File: config.mk
export PLATFORM = sky130hd
export DESIGN_NAME = equal_width_histogram
export DESIGN_NICKNAME = d
export VERILOG_FILES = /design/src/hw/rtl/ewh_pkg.sv /design/src/hw/rtl/ewh_datapath.sv /design/src/hw/rtl/ewh_ctrl.sv /design/src/hw/rtl/equal_width_histogram.sv
export SDC_FILE = /design/constraint.sdc
export NUM_CORES = 2
export LEC_CHECK = 0
export BUFFER_PORTS_ARGS = -buffer_cell sky130_fd_sc_hd__buf_2
export CORE_AREA = 5 5 401 403
export DETAILED_ROUTE_END_ITERATION = 8
export DIE_AREA = 0 0 406 408
export HOLD_SLACK_MARGIN = 0.15
export PLACE_DENSITY_LB_ADDON = 0.3
export SETUP_SLACK_MARGIN = 0.15
export SLEW_MARGIN = 25
export SYNTH_ARGS = -nofsm -noshare
export SYNTH_HDL_FRONTEND = slang
export SYNTH_HIERARCHICAL = 1
export SYNTH_SLANG_ARGS = --single-unit
File: constraint.sdc
create_clock -name clk -period 12.75 [get_ports clk]
set_input_delay 2.55 -clock clk [delete_from_list [all_inputs] [get_ports clk]]
set_output_delay 2.55 -clock clk [all_outputs]
set_load 0.005 [all_outputs]
File: src/hw/rtl/ewh_pkg.sv
// Shared types and constants for the equal-width histogram.
// No dependencies.
package ewh_pkg;

    localparam int MaxBinsDefault = 64;

    localparam logic [1:0] ActAdd    = 2'd0;
    localparam logic [1:0] ActDump   = 2'd1;
    localparam logic [1:0] ActClear  = 2'd2;
    localparam logic [1:0] ActIgnore = 2'd3;

    localparam logic [1:0] KindAck   = 2'd0;
    localparam logic [1:0] KindDump  = 2'd1;
    localparam logic [1:0] KindClear = 2'd2;

    localparam logic [1:0] RegMin  = 2'd0;
    localparam logic [1:0] RegMax  = 2'd1;
    localparam logic [1:0] RegBins = 2'd2;

    typedef struct packed {
        logic [1:0]         action;
        logic signed [31:0] sample_value;
    } in_item_t;

    typedef struct packed {
        logic [1:0]  kind;
        logic [5:0]  bin_index;
        logic [31:0] bin_total;
        logic        out_of_range;
        logic        last;
    } out_item_t;

    // Controller -> datapath commands
    typedef struct packed {
        logic load;      // capture input item and config
        logic div_start; // start bin division
        logic div_step;  // one quotient bit
        logic mem_rd;    // read store at addr_reg
        logic mem_wr;    // write incremented count
        logic clr_wr;    // write zero at addr_reg
        logic addr_clr;  // addr_reg <= 0
        logic addr_inc;  // addr_reg <= addr_reg + 1
    } ewh_cmd_t;

    // Datapath -> controller status
    typedef struct packed {
        logic div_done;
        logic bad;       // sample flagged
        logic addr_last; // addr at last bin of dump
        logic clr_last;  // addr at last entry of store
    } ewh_sts_t;

endpackage

File: src/hw/rtl/ewh_datapath.sv
// Datapath: config registers, bin divider, count store, read register.
// Depends on ewh_pkg.
module ewh_datapath #(
    parameter int MAX_BINS = ewh_pkg::MaxBinsDefault
) (
    input  logic                clk,
    input  logic                rst_n,
    input  logic                cfg_we,
    input  logic [1:0]          cfg_index,
    input  logic [31:0]         cfg_data,
    input  ewh_pkg::in_item_t   in_item,
    input  ewh_pkg::ewh_cmd_t   cmd,
    output ewh_pkg::ewh_sts_t   sts,
    output logic [1:0]          act,
    output logic [5:0]          cur_addr,
    output logic [31:0]         rd_data
);
    import ewh_pkg::*;

    localparam int AW = (MAX_BINS > 1) ? $clog2(MAX_BINS) : 1;
    localparam logic [6:0] MaxB = 7'(MAX_BINS);

    logic signed [15:0] min_reg, max_reg;
    logic [6:0]         bins_reg;

    always_ff @(posedge clk or negedge rst_n)
    begin
        if (!rst_n)
        begin
            min_reg  <= 16'sd0;
            max_reg  <= 16'sd100;
            bins_reg <= 7'd10;
        end
        else if (cfg_we)
        begin
            case (cfg_index)
                RegMin:  min_reg  <= cfg_data[15:0];
                RegMax:  max_reg  <= cfg_data[15:0];
                RegBins: bins_reg <= cfg_data[6:0];
                default: ;
            endcase
        end
    end

    logic [6:0] nb;
    assign nb = (bins_reg > MaxB) ? MaxB : bins_reg;

    // Captured item
    logic [1:0]  act_reg;
    logic        bad_reg;
    logic [6:0]  nb_reg;
    logic [48:0] span_reg;   // (max-min)<<16, fits 33 bits, padded
    logic [48:0] rem_reg;    // partial remainder
    logic [38:0] num_reg;    // diff*nb, shifted out msb first
    logic [5:0]  quo_clamp;
    logic [5:0]  step_reg;
    logic [5:0]  addr_reg;

    logic signed [32:0] v_ext, lo_ext, hi_ext;
    logic [32:0]        diff_w;
    logic               bad_w;
    assign v_ext  = 33'(in_item.sample_value);
    assign lo_ext = {min_reg[15], min_reg, 16'd0};
    assign hi_ext = {max_reg[15], max_reg, 16'd0};
    assign bad_w  = (max_reg <= min_reg) || (nb == 7'd0) || (v_ext < lo_ext)
                    || (v_ext > hi_ext);
    assign diff_w = 33'(v_ext - lo_ext);

    // Restoring divide, one quotient bit a cycle over 39 numerator bits.
    // Quotient fits in 7 bits (<= nb); only the low 6 kept after clamp.
    logic [6:0]  quo_full;
    logic [49:0] trial;
    logic [48:0] rem_sh;
    assign rem_sh = {rem_reg[47:0], num_reg[38]};
    assign trial  = {1'b0, rem_sh} - {1'b0, span_reg};

    logic [6:0] qf_reg;
    assign quo_full = qf_reg;

    always_ff @(posedge clk or negedge rst_n)
    begin
        if (!rst_n)
        begin
            act_reg  <= ActAdd;
            step_reg <= '0;
            addr_reg <= '0;
        end
        else
        begin
            if (cmd.load)
                act_reg <= in_item.action;
            if (cmd.div_start)
                step_reg <= 6'd39;
            else if (cmd.div_step)
                step_reg <= step_reg - 6'd1;
            if (cmd.addr_clr)
                addr_reg <= '0;
            else if (cmd.addr_inc)
                addr_reg <= addr_reg + 6'd1;
            else if (cmd.div_step && step_reg == 6'd1)
                addr_reg <= quo_clamp;
        end
    end

    always_ff @(posedge clk)
    begin
        if (cmd.load)
        begin
            bad_reg  <= bad_w;
            nb_reg   <= nb;
            span_reg <= {16'd0, 33'(hi_ext - lo_ext)};
            num_reg  <= {6'd0, diff_w} * 39'(nb);
        end
        if (cmd.div_start)
        begin
            rem_reg <= '0;
            qf_reg  <= '0;
        end
        else if (cmd.div_step)
        begin
            num_reg <= {num_reg[37:0], 1'b0};
            if (!trial[49])
            begin
                rem_reg <= trial[48:0];
                qf_reg  <= {qf_reg[5:0], 1'b1};
            end
            else
            begin
                rem_reg <= rem_sh;
                qf_reg  <= {qf_reg[5:0], 1'b0};
            end
        end
    end

    // Clamp quotient into [0, nb-1]; next quotient bit folded in.
    logic [6:0] q_next;
    assign q_next = {quo_full[5:0], ~trial[49]};
    always_comb
    begin
        quo_clamp = (q_next >= nb_reg) ? 6'(nb_reg - 7'd1) : q_next[5:0];
    end

    // Count store
    logic [31:0] mem [MAX_BINS];
    logic [31:0] rd_q;
    always_ff @(posedge clk)
    begin
        if (cmd.clr_wr)
            mem[addr_reg[AW-1:0]] <= '0;
        else if (cmd.mem_wr)
            mem[addr_reg[AW-1:0]] <= (rd_q == 32'hFFFF_FFFF) ? rd_q : rd_q + 32'd1;
        if (cmd.mem_rd)
            rd_q <= mem[addr_reg[AW-1:0]];
    end

    assign rd_data  = rd_q;
    assign act      = act_reg;
    assign cur_addr = addr_reg;
    assign sts.div_done  = (step_reg == 6'd0);
    assign sts.bad       = bad_reg;
    assign sts.addr_last = (7'(addr_reg) + 7'd1 >= nb_reg);
    assign sts.clr_last  = (7'(addr_reg) == MaxB - 7'd1);
endmodule

File: src/hw/rtl/ewh_ctrl.sv
// Controller state machine for the histogram: sequences add, dump, clear.
// Depends on ewh_pkg.
module ewh_ctrl (
    input  logic                clk,
    input  logic                rst_n,
    input  logic                in_valid,
    output logic                in_ready,
    output logic                out_valid,
    input  logic                out_ready,
    output ewh_pkg::out_item_t  out_data,
    output ewh_pkg::ewh_cmd_t   cmd,
    input  ewh_pkg::ewh_sts_t   sts,
    input  logic [1:0]          act,
    input  logic [5:0]          cur_addr,
    input  logic [31:0]         rd_data,
    input  logic [1:0]          in_action
);
    import ewh_pkg::*;

    localparam logic [2:0] StIdle = 3'd0;
    localparam logic [2:0] StDec  = 3'd1;
    localparam logic [2:0] StDiv  = 3'd2;
    localparam logic [2:0] StRd   = 3'd3;
    localparam logic [2:0] StUpd  = 3'd4;
    localparam logic [2:0] StDump = 3'd5;
    localparam logic [2:0] StClr  = 3'd6;
    localparam logic [2:0] StRdD  = 3'd7;

    logic [2:0] state_reg, state_next;
    logic       ov_reg, ov_next;
    logic       init_reg, init_next;  // clear pass after reset, no result
    out_item_t  od_reg, od_next;
    logic       out_free;

    assign out_free  = !ov_reg || out_ready;
    assign in_ready  = (state_reg == StIdle);
    assign out_valid = ov_reg;
    assign out_data  = od_reg;

    always_comb
    begin
        state_next = state_reg;
        ov_next    = ov_reg && !out_ready;
        od_next    = od_reg;
        init_next  = init_reg;
        cmd        = '0;
        case (state_reg)
            StIdle:
            begin
                if (in_valid)
                begin
                    cmd.load     = 1'b1;
                    cmd.addr_clr = 1'b1;
                    if (in_action != ActIgnore)
                        state_next = StDec;
                end
            end
            StDec:
            begin
                case (act)
                    ActAdd:
                    begin
                        cmd.div_start = 1'b1;
                        state_next = sts.bad ? StUpd : StDiv;
                    end
                    ActDump:
                    begin
                        cmd.mem_rd = 1'b1;
                        state_next = StRdD;
                    end
                    default: state_next = StClr;
                endcase
            end
            StDiv:
            begin
                cmd.div_step = 1'b1;
                if (sts.div_done)
                begin
                    cmd.div_step = 1'b0;
                    cmd.mem_rd   = 1'b1;
                    state_next   = StRd;
                end
            end
            StRd: state_next = StUpd;
            StUpd:
            begin
                if (out_free)
                begin
                    ov_next = 1'b1;
                    od_next.kind = KindAck;
                    od_next.last = 1'b1;
                    if (sts.bad)
                    begin
                        od_next.bin_index    = '0;
                        od_next.bin_total    = '0;
                        od_next.out_of_range = 1'b1;
                    end
                    else
                    begin
                        cmd.mem_wr = 1'b1;
                        od_next.bin_index    = cur_addr;
                        od_next.bin_total    = (rd_data == 32'hFFFF_FFFF) ? rd_data
                                               : rd_data + 32'd1;
                        od_next.out_of_range = 1'b0;
                    end
                    state_next = StIdle;
                end
            end
            StRdD: state_next = StDump;
            StDump:
            begin
                if (out_free)
                begin
                    ov_next = 1'b1;
                    od_next.kind         = KindDump;
                    od_next.bin_index    = cur_addr;
                    od_next.bin_total    = rd_data;
                    od_next.out_of_range = 1'b0;
                    od_next.last         = sts.addr_last;
                    if (sts.addr_last)
                        state_next = StIdle;
                    else
                    begin
                        cmd.addr_inc = 1'b1;
                        state_next   = StDec;
                    end
                end
            end
            StClr:
            begin
                cmd.clr_wr = 1'b1;
                if (sts.clr_last)
                begin
                    if (init_reg)
                    begin
                        init_next  = 1'b0;
                        state_next = StIdle;
                    end
                    else if (out_free)
                    begin
                        ov_next = 1'b1;
                        od_next.kind         = KindClear;
                        od_next.bin_index    = '0;
                        od_next.bin_total    = '0;
                        od_next.out_of_range = 1'b0;
                        od_next.last         = 1'b1;
                        state_next = StIdle;
                    end
                end
                else
                    cmd.addr_inc = 1'b1;
            end
            default: state_next = StIdle;
        endcase
    end

    always_ff @(posedge clk or negedge rst_n)
    begin
        if (!rst_n)
        begin
            state_reg <= StClr;
            ov_reg    <= 1'b0;
            init_reg  <= 1'b1;
        end
        else
        begin
            state_reg <= state_next;
            ov_reg    <= ov_next;
            init_reg  <= init_next;
        end
    end

    always_ff @(posedge clk)
    begin
        od_reg <= od_next;
    end

    a_ready_idle: assert property (@(posedge clk) disable iff (!rst_n)
        in_ready |-> state_reg == StIdle)
        else $error("ready outside idle");
    a_out_hold: assert property (@(posedge clk) disable iff (!rst_n)
        out_valid && !out_ready |=> out_valid && $stable(out_data))
        else $error("result dropped");
    a_one_write: assert property (@(posedge clk) disable iff (!rst_n)
        !(cmd.mem_wr && cmd.clr_wr))
        else $error("write conflict");
endmodule

File: src/hw/rtl/equal_width_histogram.sv
// Equal-width histogram top level: controller plus datapath.
// Depends on ewh_pkg, ewh_ctrl, ewh_datapath.
//
// Usage: in_valid/in_ready carry one transaction (action, sample_value).
// Add sample: a 39-step restoring divider forms floor(diff*bins/span),
// clamped to bins-1, then the count store is read and written back; one
// result per sample, and an out-of-range sample skips both. Dump: one
// result per bin, the last marked. Clear: one store entry zeroed per
// cycle, then one result. Action 3 gives no result.
// Items are taken one at a time; in_ready is high only while idle.
// A result register holds the output; if the receiver stalls, work stops
// at the next result until out_ready. Reset loads min 0, max 100, bins 10.
// cfg_valid/cfg_ready write one register (index 0 min, 1 max, 2 bins);
// cfg_ready is always high. The store is cleared at reset by an
// initial clear pass run before the first item.
module equal_width_histogram #(
    parameter int MAX_BINS = ewh_pkg::MaxBinsDefault
) (
    input  logic               clk,
    input  logic               rst_n,
    input  logic               in_valid,
    output logic               in_ready,
    input  ewh_pkg::in_item_t  in_data,
    output logic               out_valid,
    input  logic               out_ready,
    output ewh_pkg::out_item_t out_data,
    input  logic               cfg_valid,
    output logic               cfg_ready,
    input  logic [1:0]         cfg_index,
    input  logic [31:0]        cfg_data
);
    import ewh_pkg::*;

    ewh_cmd_t    cmd;
    ewh_sts_t    sts;
    logic [1:0]  act;
    logic [5:0]  cur_addr;
    logic [31:0] rd_data;

    assign cfg_ready = 1'b1;

    ewh_datapath #(.MAX_BINS(MAX_BINS)) u_dp (
        .clk(clk), .rst_n(rst_n),
        .cfg_we(cfg_valid), .cfg_index(cfg_index), .cfg_data(cfg_data),
        .in_item(in_data), .cmd(cmd), .sts(sts),
        .act(act), .cur_addr(cur_addr), .rd_data(rd_data)
    );

    ewh_ctrl u_ctrl (
        .clk(clk), .rst_n(rst_n),
        .in_valid(in_valid), .in_ready(in_ready),
        .out_valid(out_valid), .out_ready(out_ready), .out_data(out_data),
        .cmd(cmd), .sts(sts), .act(act), .cur_addr(cur_addr),
        .rd_data(rd_data), .in_action(in_data.action)
    );
endmodule
==> out/results.ini <==
[status]
outcome=completed

[yosys]
syn_inst=6187
syn_area_per_cell_um2=15.3
syn-num-nets=6559
synth_warnings=6
yosysTopAreaCellShare=0.680
ys_seq_area_frac=0.715
ys.flop_type=edfxtp_1
synth-edff-count=2147
synthTopCellsByArea=edfxtp_1, a22oi_1, fa_1, dfxtp_1, ha_1
synth_cell_type_count=93
yosysTopAreaCell=edfxtp_1
ys_seq_elements=2298
netlist_area_um2=94800
async_flop_share=0.0252

[sta]
whs_ns=0.429
fin_worst_skew_ns=0.0512
grt_setup_unrepaired=no
slew-limit-headroom=0.253
worst_slew_pin_slew_ns=1.11
period_share=0.695
hold_viol_final=0
finalSetupTns_ns=0
fmax_mhz=113
slew_viol_final=0
setup_viol=0
finalCriticalPeriod_ns=8.86

[clock_tree]
postCtsSetupRepairBufs=0
cts_tree=built
clkTransAtPathRegs_ns=0.07
hold_buffers=0
clockRootBuffer=clkbuf_16
cts.repair.resized=0
htree_levels=4
insertion_delay_ns=0.84
clkSinkCount=2298
cts_buffer_depth=3
cts_buffers=209

[floorplan]
ioPinCount=118
die_h_um=408
die_w_um=406
start_util=0.603
core_area_um2=157000
die_area_um2=166000
rows=146

[critical_path]
crit_path_end_kind=flop
r2r_start=u_dp/bins_reg[6]
startpoint_type=input pin
cp_data_arrival_time_ns=9.61
cp_data_required_time_ns=13.49
criticalPathCategory=input pin to flop
crit_fanout=7
crit_path_start=in_data[17]

[detailed_routing]
wl_per_cell_um=30.1
drtIter0Drc=8662
drt-total-wl_um=258000
first_pass_iters=6
drc_errors=0
vias_per_cell=6.93
ant_nets=0
num_vias=59443

[global_routing]
gr-total-overflow=0
grt_pass1_wl_um=377000
grt_usage=0.308
antenna_found_initial=10
grt_max_degree=106
grt_pass1_vias=57335

[hold_path]
hold_class=flop to flop
hp-start=u_dp/num_reg[31]

[placement]
place_area_um2=98900
io_buffers=100
gp_congestion=0.897
dpl.hpwl_um=145000

[pwr]
power_uw=23000
irDropWorstVdd_v=0.000257
powerDensity_nw_per_um2=218
p_leak_uw=0.0350

[finish]
layout.nets=6688
layout-drive-gt1-share=0.116
fin_area_um2=106000
final_common_cell=edfxtp_1
mostFrequentLayoutCells=edfxtp_1, a22oi_1, inv_1, nor2_1, clkbuf_16
largest_reg_flops=2048
syn2layout_area_growth_pct=11.4

[run]
cap_viol_max_count=0

## per-stage QoR
step | setup slack [ns] | instances | utilization
floorplan | 4.07 | 6187 | -
global placement | 3.21 | 8172 | 0.629
detailed placement | 3.21 | 8176 | 0.629
CTS | 4.04 | 8565 | 0.672
global route | 3.61 | 8567 | 0.672
finish | 3.89 | 8573 | 0.672
## logic make-up (layout without fill, tap and decap cells)
| logic type | after synthesis | after routing | share of synthesized area |
|---|---|---|---|
| simple gates | 1098 | 1098 | 0.0586 |
| compound gates | 1717 | 1717 | 0.132 |
| flops | 2298 | 2298 | 0.715 |
| mux | 69 | 69 | 0.00763 |
| xor+xnor | 116 | 116 | 0.0107 |
| buf+inv | 589 | 896 | 0.0239 |
| fa+ha+maj | 299 | 299 | 0.0518 |
| other cells | 1 | 8 | 0.0000396 |
## layer usage
layer  global-route usage  up-vias  routed length [µm]
met5                    0        -                  80
met4               0.0903        6                8120
met3               0.0820      607               36000
met2                0.479     4356              120000
met1                0.434    29645               94500
li1                     -    24829                   -
## area by class of cell
type	instances	area, µm²
tap	2072	2590
inverter	240	901
multi-input combinational	3300	25700
clock inverter	113	1060
timing repair buffer	267	1970
sequential	2298	67800
fill	10244	51500
clock buffer	276	5560
antenna	7	17.5
## synthesized netlist by cell type (all sizes together), types with 9 or more instances
cell,number
edfxtp,2147
a22oi,646
nor2,327
clkbuf,274
inv,240
a21oi,204
a31oi,195
nand2,195
a221oi,192
a22o,190
fa,156
ha,143
o21ai,118
and2,110
nand4,97
dfxtp,93
nand3,89
buf,75
xnor2,68
nor4,51
dfrtp,50
xor2,48
mux2i,43
nor3,42
or3,41
nand2b,36
mux2,26
a21o,23
o31ai,22
and3,21
nor2b,21
a311oi,20
a211oi,19
o21a,17
or4,16
o211ai,15
nand3b,11
nor3b,9
## worst paths after layout
path | end | slack (ns) | cells past startpoint
min in group asynchronous | u_ctrl/out_valid | 1.86 | 2
max in group asynchronous | u_dp/min_reg[1] | 10.33 | 2
max reg2reg | u_dp/num_reg[38] | 5.02 | 23
max | u_dp/num_reg[38] | 3.89 | 27
min | u_dp/num_reg[32] | 0.43 | 1
min reg2reg | u_dp/num_reg[32] | 0.43 | 1
## power breakdown
| part | switching, µW | internal [µW] |
|---|---|---|
| Sequential | 279 | 8770 |
| Clock | 2720 | 3360 |
| Combinational | 5170 | 2700 |
| Total | 8170 | 14800 |
## worst max-delay path: stages
cell and delay (ns):
buf_2 0.11, ha_1 0.27, nor2b_1 0.13, o21a_1 0.18
o21ai_0 0.38, a211oi_1 0.18, o2111ai_1 0.28, a31oi_1 0.21
a311oi_1 0.36, xor2_1 0.49, nor2_1 0.14, fa_1 0.54
fa_1 0.51, fa_1 0.50, inv_1 0.05, fa_1 0.48
inv_1 0.05, ha_1 0.31, and4_1 0.25, and2_1 0.21
a21oi_1 0.15, o21ai_0 0.10, a21oi_1 0.20, o21ai_1 0.12
o221a_2 0.25, or4_1 0.51, nand3_1 0.10
Note: power is estimated with default switching activity, not from simulation.
